**src/hw/rtl/bvm_ram.sv**
```systemverilog
`timescale 1ns / 1ps
module bvm_ram #(
  parameter int WIDTH = 8,
  parameter int DEPTH = 256
) (
  input  logic clk,
  input  logic we,
  input  logic [$clog2(DEPTH)-1:0] addr,
  input  logic [WIDTH-1:0] wdata,
  output logic [WIDTH-1:0] rdata
);
  logic [WIDTH-1:0] mem [DEPTH];

  always_ff @(posedge clk) begin
    if (we) begin
      mem[addr] <= wdata;
    end
    rdata <= mem[addr];
  end
endmodule

```
**config.mk**
```make
export PLATFORM = sky130hd
export DESIGN_NAME = bvm_ram
export DESIGN_NICKNAME = d
export VERILOG_FILES = /design/src/hw/rtl/bvm_ram.sv
export SDC_FILE = /design/constraint.sdc
export NUM_CORES = 2
export LEC_CHECK = 0
export ABC_CLOCK_PERIOD_IN_PS = 8100
export BUFFER_PORTS_ARGS = -buffer_cell sky130_fd_sc_hd__buf_2
export CELL_PAD_IN_SITES_DETAIL_PLACEMENT = 0
export CELL_PAD_IN_SITES_GLOBAL_PLACEMENT = 1
export CORE_ASPECT_RATIO = 0.8
export CORE_MARGIN = 10
export CORE_UTILIZATION = 47
export CTS_CLUSTER_SIZE = 14
export DETAILED_ROUTE_END_ITERATION = 8
export PLACE_DENSITY = 0.7
export SLEW_MARGIN = 20
export SYNTH_ARGS = -nofsm -noshare
export SYNTH_HDL_FRONTEND = slang
export SYNTH_SLANG_ARGS = --single-unit
```
**constraint.sdc**
```tcl
create_clock -name clk -period 8.1 [get_ports clk]
set_input_delay 1.62 -clock clk [delete_from_list [all_inputs] [get_ports clk]]
set_output_delay 1.62 -clock clk [all_outputs]
set_load 0.05 [all_outputs]
```
; Word level (Yosys, flattened, before mapping)
; Memories as Yosys holds them, arrays and structs flattened. A register that Yosys moved wholly into a read port is not among the register bits.
; Cells that the tools add are included.
[op_classes]
n_mux = 2
[ops]
columns = operator, n
row1 = $mux 1, 2
[word_totals]
reg_bits = 0
ram_bits = 2048
inputBits = 18
out_inout_bits = 8
wordCells = 3
n_memories = 1
[mem_list]
columns = name, words, width, rd, rd_ports_with_merged_regs, wr, line_no
row1 = mem, 256, 8, 1, 1, 1, 12  ; logic [WIDTH-1:0] mem [DEPTH];

; Depth between registers and ports, before layout
[depth]
depth_word = 2
ltp_mapped = 10
mapped_depth_nobuf = 5

; Worst setup path before layout
; OpenSTA, ideal clock, no wires.
[synth_path]
path_kind = input to register
startpoint = in addr[1]
endpoint = mem mem[111][0], enable pin
setup_time_ps = 370
arrival_ps = 3469
t_required_ps = 7730
slack_ps = 4261
cell_stages = 9
n_path_buf = 5
path_cell_list = buf_2 -> clkbuf_1 -> clkbuf_1 -> nand2_1 -> buf_2 -> nor2_1 -> nand2_1 -> clkbuf_1 -> nor2_1
[synth_rtl]
columns = element, line_no
row1 = from (decl), 8  ; input logic [$clog2(DEPTH)-1:0] addr,
row2 = to (decl), 12
; No word-level cell before the write port.

==> implementation parameters <==
Parameter                              Value

Worst setup path
  Worst Path Arrival    roughly 5400 ps
  Critical path capture point type    flip-flop
  Critical Path Start Type    input port
  Critical register-to-register path startpoint    mem[15][1]
  Worst flop-to-flop path endpoint    rdata[1]
  Flop2flop setup slack    about 5300 ps
  Critical path required time    8770 ps
  Critical Path Fanout Max    between 80 and 90
  Path depth of the worst reg2reg path    6
  Crit Path Category    in -> reg

Global route
  Vias in the first global route    approximately 37000
  Global-route usage over all layers    roughly a fifth
  Sum of overflow across all layers after global routing    0
  Met1 Track Usage GR    30.6%
  Met3 usage in global routing    under 10%
  Met2 track demand over resource    a little under 30%
  Wire length of the first global-routing pass    ~270000 um
  Largest net degree at the start of global routing    between 150 and 200
  Peak-usage layer in the global routing report    met1
  Antenna violations before repair    3

STA
  Final hold violation count    0
  Fin Clk Skew    between 40 and 50 ps
  Final Cycle Share    58.6%
  Final count of negative-setup-slack endpoints    0
  Unrepaired setup endpoints after global routing    false
  Worst slew margin    between 20% and 30%
  Slew Viols, Final    0
  Achievable clock frequency    ~210 MHz
  Actual slew at the worst max-slew pin    roughly 1100 ps
  Total negative setup slack    0 ps
  Clock period minus worst slack    around 4700 ps

Clocking
  Root Buffer Master    sky130_fd_sc_hd__clkbuf_16
  Post-CTS clock slew at the launch and capture registers of the worst setup and hold paths    60 ps
  Post-CTS resize count    0
  Quantity of hold-fixing buffers added after cts    0
  Clock tree from TritonCTS    yes
  Worst skew pair latency    about 830 ps
  Level count of the clock H-tree    4
  Num CTS Buffers    about 190
  Clock Path Buffers    3
  CTS sink count    roughly 2100
  Buffer count from post-CTS setup fixing    0

Route
  Vias after detailed routing    about 37000
  Total Routed Length    between 150000 and 200000 um
  DRC Markers    0
  First-iteration detailed-routing DRC count    4686
  Antenna-violating nets left    0
  Post-DR wirelength/cell    roughly 31 um
  Post-DR vias/cell    about 6
  Detailed-router iteration count before antenna repair    5

Layout
  NumNets Final    ~3600
  Growth of design area from synthesis to finish    11.6%
  Share of layout cells above drive strength 1    about a quarter
  Post-Layout Cell Count    about 6000

Synthesis
  Top_reg_cell synth    sky130_fd_sc_hd__edfxtp_1
  Number of instances in the synthesized netlist    between 3000 and 4000
  Flip-flop and latch count after synthesis    roughly 2000
  Sequential element share of the synthesized area    roughly four fifths
  Cell type with the largest total area after synthesis    sky130_fd_sc_hd__edfxtp_1
  Most repeated cell in the gate-level netlist after synthesis    sky130_fd_sc_hd__edfxtp_1
  Number of distinct library cells after synthesis    22
  Area fraction of the dominant cell type after synthesis    between 70% and 80%
  Top cells by instance count after synthesis    sky130_fd_sc_hd__edfxtp_1 (2048), sky130_fd_sc_hd__mux4_2 (512), sky130_fd_sc_hd__a22oi_1 (256)
  Post-synthesis net count    ~3600
  Number of synthesized flops with an enable pin    2048
  Biggest area contributors in the synthesized netlist    sky130_fd_sc_hd__edfxtp_1 (78%), sky130_fd_sc_hd__mux4_2 (15%), sky130_fd_sc_hd__a22oi_1 (2.4%), sky130_fd_sc_hd__nor2_1 (1.1%), sky130_fd_sc_hd__a21oi_1 (0.82%)
  Average cell area after synthesis    around 22 sq um
  Count of synthesis-stage warnings from yosys    0
  Netlist area before placement    approximately 78000 sq um
  Proportion of synthesized flip-flops having asynchronous set or reset    0%

Floorplan
  Height of the chip    about 390 um
  Boundary Pins    26
  Core region area    166000 sq um
  Die ar.    184000 sq um
  Die Span X    roughly 480 um
  Effective utilization at floorplan    between 40% and 50%
  Std-Cell Rows    134

Place
  Buffers on Ports    25
  HPWL Detailed    108000 um
  RePlAce Congestion    0.790
  Cell count after placement    approximately 5700

Min path
  WHS Endpoint    rdata[0]
  Class of the most critical hold timing path    reg -> reg
  Worst Hold Path Cells    5
  Startpoint of the worst hold path    mem[66][0]

Job
  Max-cap violations    0

Outcome
  Status    finished clean

Power
  P_leak    between 20 and 30 nW
  Max IR drop VDD    ~220 uV
  Ratio of total power to cell area    245 nW/um^2
## per-stage QoR
step / utilization (%) / area [sq um] / total power [W] / setup WS (ps) / hold WS (ps)
after global placement: 48.8 / 81300 / 0.0129 / 2070 / 973
after floorplan: - / 78500 / 0.0125 / 4260 / 819
final: 52.6 / 87600 / 0.0215 / 3350 / 977
after CTS: 52.5 / 87400 / 0.0216 / 3390 / 987
after detailed placement: 48.9 / 81400 / 0.0130 / 2480 / 961
after global routing: 52.6 / 87600 / 0.0221 / 3130 / 1040
## registers in the layout, indices dropped and copies added (netlist names)
register  count
mem        2048
rdata         8
## cell usage in the layout (no fill, tap or decap), drive strengths merged, types with 7 or more instances in the layout
master	n
nand2	28
nor2b	7
nand3	13
edfxtp	2048
mux4	512
nor2	232
buf	116
clkbuf	230
inv	8
nor3	30
a21oi	128
clkinv	92
o41ai	32
bufinv	15
clkinvlp	7
dfxtp	8
a22oi	256
nand4	8
## layout make-up
cell class                 instances  area [sq um]
fill                           12700         78900
clock buffer                     230          4990
inverter                           1          3.75
tap                             2244          2810
timing repair buffer             116          1200
antenna                            2          5.00
sequential                      2056         61700
multi-input combinational       1258         15900
clock inverter                   121          1050
## worst max-delay path, cell delays in order
cell                      delay (ps)
sky130_fd_sc_hd__buf_8           600
sky130_fd_sc_hd__buf_12          540
sky130_fd_sc_hd__mux4_2          590
sky130_fd_sc_hd__a22oi_1         560
sky130_fd_sc_hd__a21oi_1         280
sky130_fd_sc_hd__o41ai_1         780
sky130_fd_sc_hd__nand4_1         180
## power by group
group	switching [W]	internal (W)
registers	0.0000177	0.0117
logic	0.000650	0.000332
clock network	0.00391	0.00487
## logic make-up (layout without fill, tap and decap cells)
family,Yosys count,count (layout),share of synthesized area [%]
and+or+nand+nor,330,330,1.73
DFF,2056,2056,78.6
buffers and inverters,233,468,1.40
AOI/OAI and AO/OA,416,416,3.62
other,0,2,0
muxes,512,512,14.7
## metal layers
metal  up-vias  routed length, um
met5         -                 17
met4         2               3680
met3       225              18500
met2      1675              85000
met1     20100              82100
li1      15300                  -
## how the worst max path moves through the flow
stage / from / end / slack, ps / cells past startpoint
2_1_floorplan: addr[1] / mem[111][0] / 4260 / 9
3_3_place_gp: addr[0] / rdata[2] / 2070 / 7
3_5_place_dp: addr[0] / rdata[5] / 2480 / 7
4_1_cts: addr[0] / rdata[5] / 3390 / 7
5_1_grt: addr[0] / rdata[1] / 3130 / 8
6_report: addr[0] / rdata[3] / 3350 / 7
Note: power is estimated with default switching activity, not from simulation.
