==> src/hw/rtl/bvm_div.sv <==
`timescale 1ns / 1ps
module bvm_div (
  input  logic clk,
  input  logic rst,
  input  logic start,
  input  logic [7:0] dividend,
  input  logic [7:0] divisor,
  output logic busy,
  output logic [7:0] quotient,
  output logic [7:0] remainder
);
  logic [3:0] count;
  logic [8:0] diff;
  logic [8:0] shifted;

  assign shifted = {remainder, quotient[7]};
  assign diff = shifted - {1'b0, divisor};

  // restoring divide, one quotient bit a cycle
  always_ff @(posedge clk) begin
    if (rst) begin
      busy <= 1'b0;
      count <= 4'd0;
    end else if (start) begin
      busy <= 1'b1;
      count <= 4'd8;
      quotient <= dividend;
      remainder <= 8'd0;
    end else if (busy) begin
      if (diff[8]) begin
        remainder <= shifted[7:0];
        quotient <= {quotient[6:0], 1'b0};
      end else begin
        remainder <= diff[7:0];
        quotient <= {quotient[6:0], 1'b1};
      end
      count <= count - 4'd1;
      if (count == 4'd1) begin
        busy <= 1'b0;
      end
    end
  end
endmodule

==> config.mk <==
export PLATFORM = sky130hd
export DESIGN_NAME = bvm_div
export DESIGN_NICKNAME = d
export VERILOG_FILES = /design/src/hw/rtl/bvm_div.sv
export SDC_FILE = /design/constraint.sdc
export NUM_CORES = 1
export LEC_CHECK = 0
export BUFFER_PORTS_ARGS = -buffer_cell sky130_fd_sc_hd__buf_2
export CORE_MARGIN = 5
export CORE_UTILIZATION = 47
export CTS_CLUSTER_DIAMETER = 40
export DETAILED_ROUTE_END_ITERATION = 8
export GPL_ROUTABILITY_DRIVEN = 0
export PLACE_DENSITY = 0.75
export REMOVE_ABC_BUFFERS = 1
export SYNTH_ARGS = -nofsm -noshare
export SYNTH_HDL_FRONTEND = slang
export SYNTH_SLANG_ARGS = --single-unit
==> constraint.sdc <==
create_clock -name clk -period 2.37 [get_ports clk]
set_input_delay 0.474 -clock clk [delete_from_list [all_inputs] [get_ports clk]]
set_output_delay 0.474 -clock clk [all_outputs]
set_load 0.005 [all_outputs]
# Yosys cells after proc, flatten, opt, wreduce, memory -nomap -nowiden
# Index checks and enable logic that the tools add are counted.
# classes
n_reduce_logical,3
n_eq_ne,1
n_mux,10
bitwise,1
add_sub_neg,2
# op_table
operator,n
$mux W8,4
$sub A9 B8 Y9,1
$mux W4,2
$eq A4 B1 Y1 const B,1
$mux W1,4
$sub A4 B1 Y4 const B,1
$reduce_and A2 Y1,1
$reduce_bool A2 Y1,1
$reduce_or A2 Y1,1
$not A1 Y1,1
# totals
reg_bits,21
inputBits,19

# Longest topological paths before layout
# depth
depth_word,4
ltp_mapped,8
mapped_depth_nobuf,8

# Least setup slack after synthesis
# OpenSTA, ideal clock, no wires.
# synth_path
path_type,input port to flip-flop
from,in divisor[0]
to,"reg remainder[5], data pin"
path_stages,7
path_buffers,0
setup_ps,255
t_required_ps,2115
setup_slack_ps,-119
arrival_time_ps,2234
path_cell_list,ha_1 fa_1 nand2b_2 a211oi_4 mux2_4 and4_1 a31o_1
# synth_via
elab_chain_len,3
# synth_rtl
item,line_no,rtl
start: declaration,7,"input logic [7:0] divisor,"
$sub A9 B8 Y9,17,"assign diff = shifted - {1'b0, divisor};"
$mux W8,30,if (diff[8]) begin
$mux W8,29,end else if (busy) begin
end signal: assignment,31,remainder <= shifted[7:0];
end signal: assignment,34,remainder <= diff[7:0];
end: declaration,10,output logic [7:0] remainder
# Every way passes these cells. The select of a mux whose other input is x is not followed.
# A chain may end at the register's enable or synchronous reset.

# Final worst setup path
# layout_path
from,reg quotient[7]
to,"reg remainder[5], data pin"
# layout_via
elab_chain_len,3
# layout_rtl
item,line_no,rtl
start: declaration,9,"output logic [7:0] quotient,"
start signal: assignment,27,quotient <= dividend;
start signal: assignment,32,"quotient <= {quotient[6:0], 1'b0};"
start signal: assignment,35,"quotient <= {quotient[6:0], 1'b1};"
$sub A9 B8 Y9,17,
$mux W8,30,
$mux W8,29,
# Every way passes these cells. The select of a mux whose other input is x is not followed.

==> impl_results.md <==
* Final WL at 3.155 mm
* Crit share post-route at 0.9652
* First drt pass iteration count at 4
* Least-Margin Pin Slew at 419.3 ps
* IO buf count at 35
* Fin. max-slew vios at 0
* Worst-path fanout max at 2
* I/O pin count at 36
* Reg clk slew, reported paths at 120 ps
* Reg2reg path depth at 8
* Netlist cell types at 51
* Total number of vias at 1172
* VDD IR-drop max at 0.3928 mV
* Crit path launch type: register
* Hpwl dp at about 2.5 mm
* Synth top area share at 0.3463
* Clk_lat worst skew at 300 ps
* Sequential share of power at 0.465
* Die Wd at 64.34 um
* Layout area overhead at 24.26%
* Pleak at 0.7627 nW
* WL/cell at 15.10 um
* Root Buffer: clkbuf_4
* Clock Skews at 4.116 ps
* CTS Buffer Depth at 2
* Nets at roughly 210
* Iter 0 DRT Violations at 57
* Die height at between 60 and 70 um
* Post-route DRC at 0
* Final Util at 0.6199
* Synth area leader: edfxtp_1
* Reg2reg setup slack at 80 ps
* Diode count at 0
* Count of state elements after synthesis at 21
* Synth Cell Area at 1388 um^2
* Unrepaired setup endpoints after global routing: yes
* First-pass GRT wire length at 5.347 mm
* Share of cells above drive strength 1 at 0.3989
* Worst setup EP type: register
* Largest net degree at the start of global routing at 22
* Comb power frac at 0.366
* Syn Area/Cell at 10.67 um^2
* Setup_tns at 0 ps
* DR vias/cell at 5.608
* Starting Density at 0.4989
* Seq/Total Area, Yosys at 0.4184
* Final Critical Period at 2287 ps
* Psw at about 320 uW
* Ys flop type: edfxtp_1
* Final setup fails at 0
* Maxcap violations at 0
* Number of nets with antenna violations after routing at 0
* Switching share of power at 0.3223
* Vias in the first global route at between 1000 and 1500
* Hold Path Depth at 2
* Internal power at a little under 700 uW
* Dpl cells at 205
* Slew HR at 0.7205
* Reg2reg start: quotient[7]$_DFFE_PP_
* Ys async rst share at 0
* Power density over the cells at 581.5 nW/um^2
* Post-Layout Cell Count at 209
* WP data required at between 2000 and 2500 ps
* CTS sink count at 21
* Syn Inst Count at 130
* Synth top cells by count: 16 x edfxtp_1, 12 x inv_1, 10 x ha_1
* Hold Crit Class: input pin to register
* CTS Buf Count at 3
* DP Area at 1677 um^2
* H-tree Lvls at 1
* Hold Vio Cnt, Final at 0
* Post-synth EDFFs at 16
* Antenna violations before repair at 0
* Clock power frac at 0.169
* Cell Rows at 19
* TritonCTS clock tree: yes
* Synth warnings at 0
* Total GRT Usage at 0.1559
* Kind of critical path: register to register
* Reg2reg end: remainder[5]$_SDFFCE_PP0P_
* Die footprint at 4139 um^2
* Critical hold path startpoint: rst
* Overall power at 1.003 mW
* Status: completed
* Post-route cell area at 1724 um^2
* Hold Slack at about 400 ps
* Worst setup margin at ~83 ps
* Area contributors post-synth: edfxtp_1 35%, ha_1 9.0%, dfxtp_1 7.2%
* Gr ovfl total at 0
* Pre-CTS setup slack at -260.3 ps
* Hold Path End: busy$_SDFF_PP0_
* CP Data Arrival Time at 2360 ps
* Core region area at between 2000 and 3000 um^2
* Most common cell in the netlist: edfxtp_1
* Fmax at 0.4372 GHz
-- power groups by stage --
stage | Sequential [mW] | Combinational [mW] | Clock [mW]
finish | 0.466 | 0.367 | 0.170
global route | 0.472 | 0.406 | 0.187
CTS | 0.466 | 0.365 | 0.178
detailed placement | 0.474 | 0.359 | 0
global placement | 0.472 | 0.345 | 0
floorplan | 0.471 | 0.224 | 0
-- cells in the final DEF (no fill, tap or decap), drive strengths merged, types with 4 or more instances in the layout --
cell    Yosys  routed
a21oi       6       6
buf         0      46
dfxtp       5       5
edfxtp     16      16
ha         10      10
inv        12      12
mux2        8       8
nand2       7       7
nor2       10      10
o21ai       9       9
xnor2       4       4
-- worst max path at each step --
stage / startpoint / endpoint / cells past startpoint
final: quotient[7]$_DFFE_PP_ / remainder[5]$_SDFFCE_PP0P_ / 8
after global routing: quotient[7]$_DFFE_PP_ / remainder[5]$_SDFFCE_PP0P_ / 8
after CTS: quotient[7]$_DFFE_PP_ / remainder[5]$_SDFFCE_PP0P_ / 8
after detailed placement: divisor[0] / remainder[5]$_SDFFCE_PP0P_ / 8
after global placement: divisor[0] / remainder[5]$_SDFFCE_PP0P_ / 8
after floorplan: divisor[0] / remainder[5]$_SDFFCE_PP0P_ / 7
-- layer usage --
layer | vias up | GRT usage | routed length [um]
met3 | 2 | 0.02277 | 188
met5 | - | 0 | 0
met4 | 0 | 0.03562 | 20
met1 | 556 | 0.2031 | 1408
met2 | 32 | 0.2711 | 1538
li1 | 582 | - | -
-- cell type report --
cell class	instances	area [um^2]
Sequential cell	21	580.6
Clock inverter	1	5.005
Tap cell	31	38.79
Inverter	13	48.80
Fill cell	223	1057
Clock buffer	3	22.52
Multi-Input combinational cell	94	770.7
Timing Repair Buffer	46	257.7
-- flip-flops by register name, indices dropped and copies added, names as in the netlist --
signal	flops
busy	1
count	4
quotient	8
remainder	8
-- logic make-up after synthesis --
group                      after synthesis  synth area share
AOI/OAI and AO/OA                       32            0.1794
xor gates and xnor gates                 5           0.03156
adders and majority gates               11            0.1046
buffers and inverters                   15           0.04057
DFF                                     21            0.4184
muxes                                   10           0.08476
and+or+nand+nor                         36            0.1407
-- worst max-delay path, cell delays in order (launching register included) --
cell and delay [ps]:
edfxtp_1 380, inv_2 60, ha_4 150, fa_2 330, nand2b_4 160, a211oi_4 260
mux2_4 330, and4_1 190, a31o_1 190
-- timing repair --
item	4_1_cts	5_1_grt
endpoints found under the hold margin	0	0
pin swaps	1	2
hold buffers	0	0
gates resized for setup	2	3
setup buffers	0	0
endpoints found under the setup margin	5	7
No activity file was read; power rests on OpenSTA's default activity.
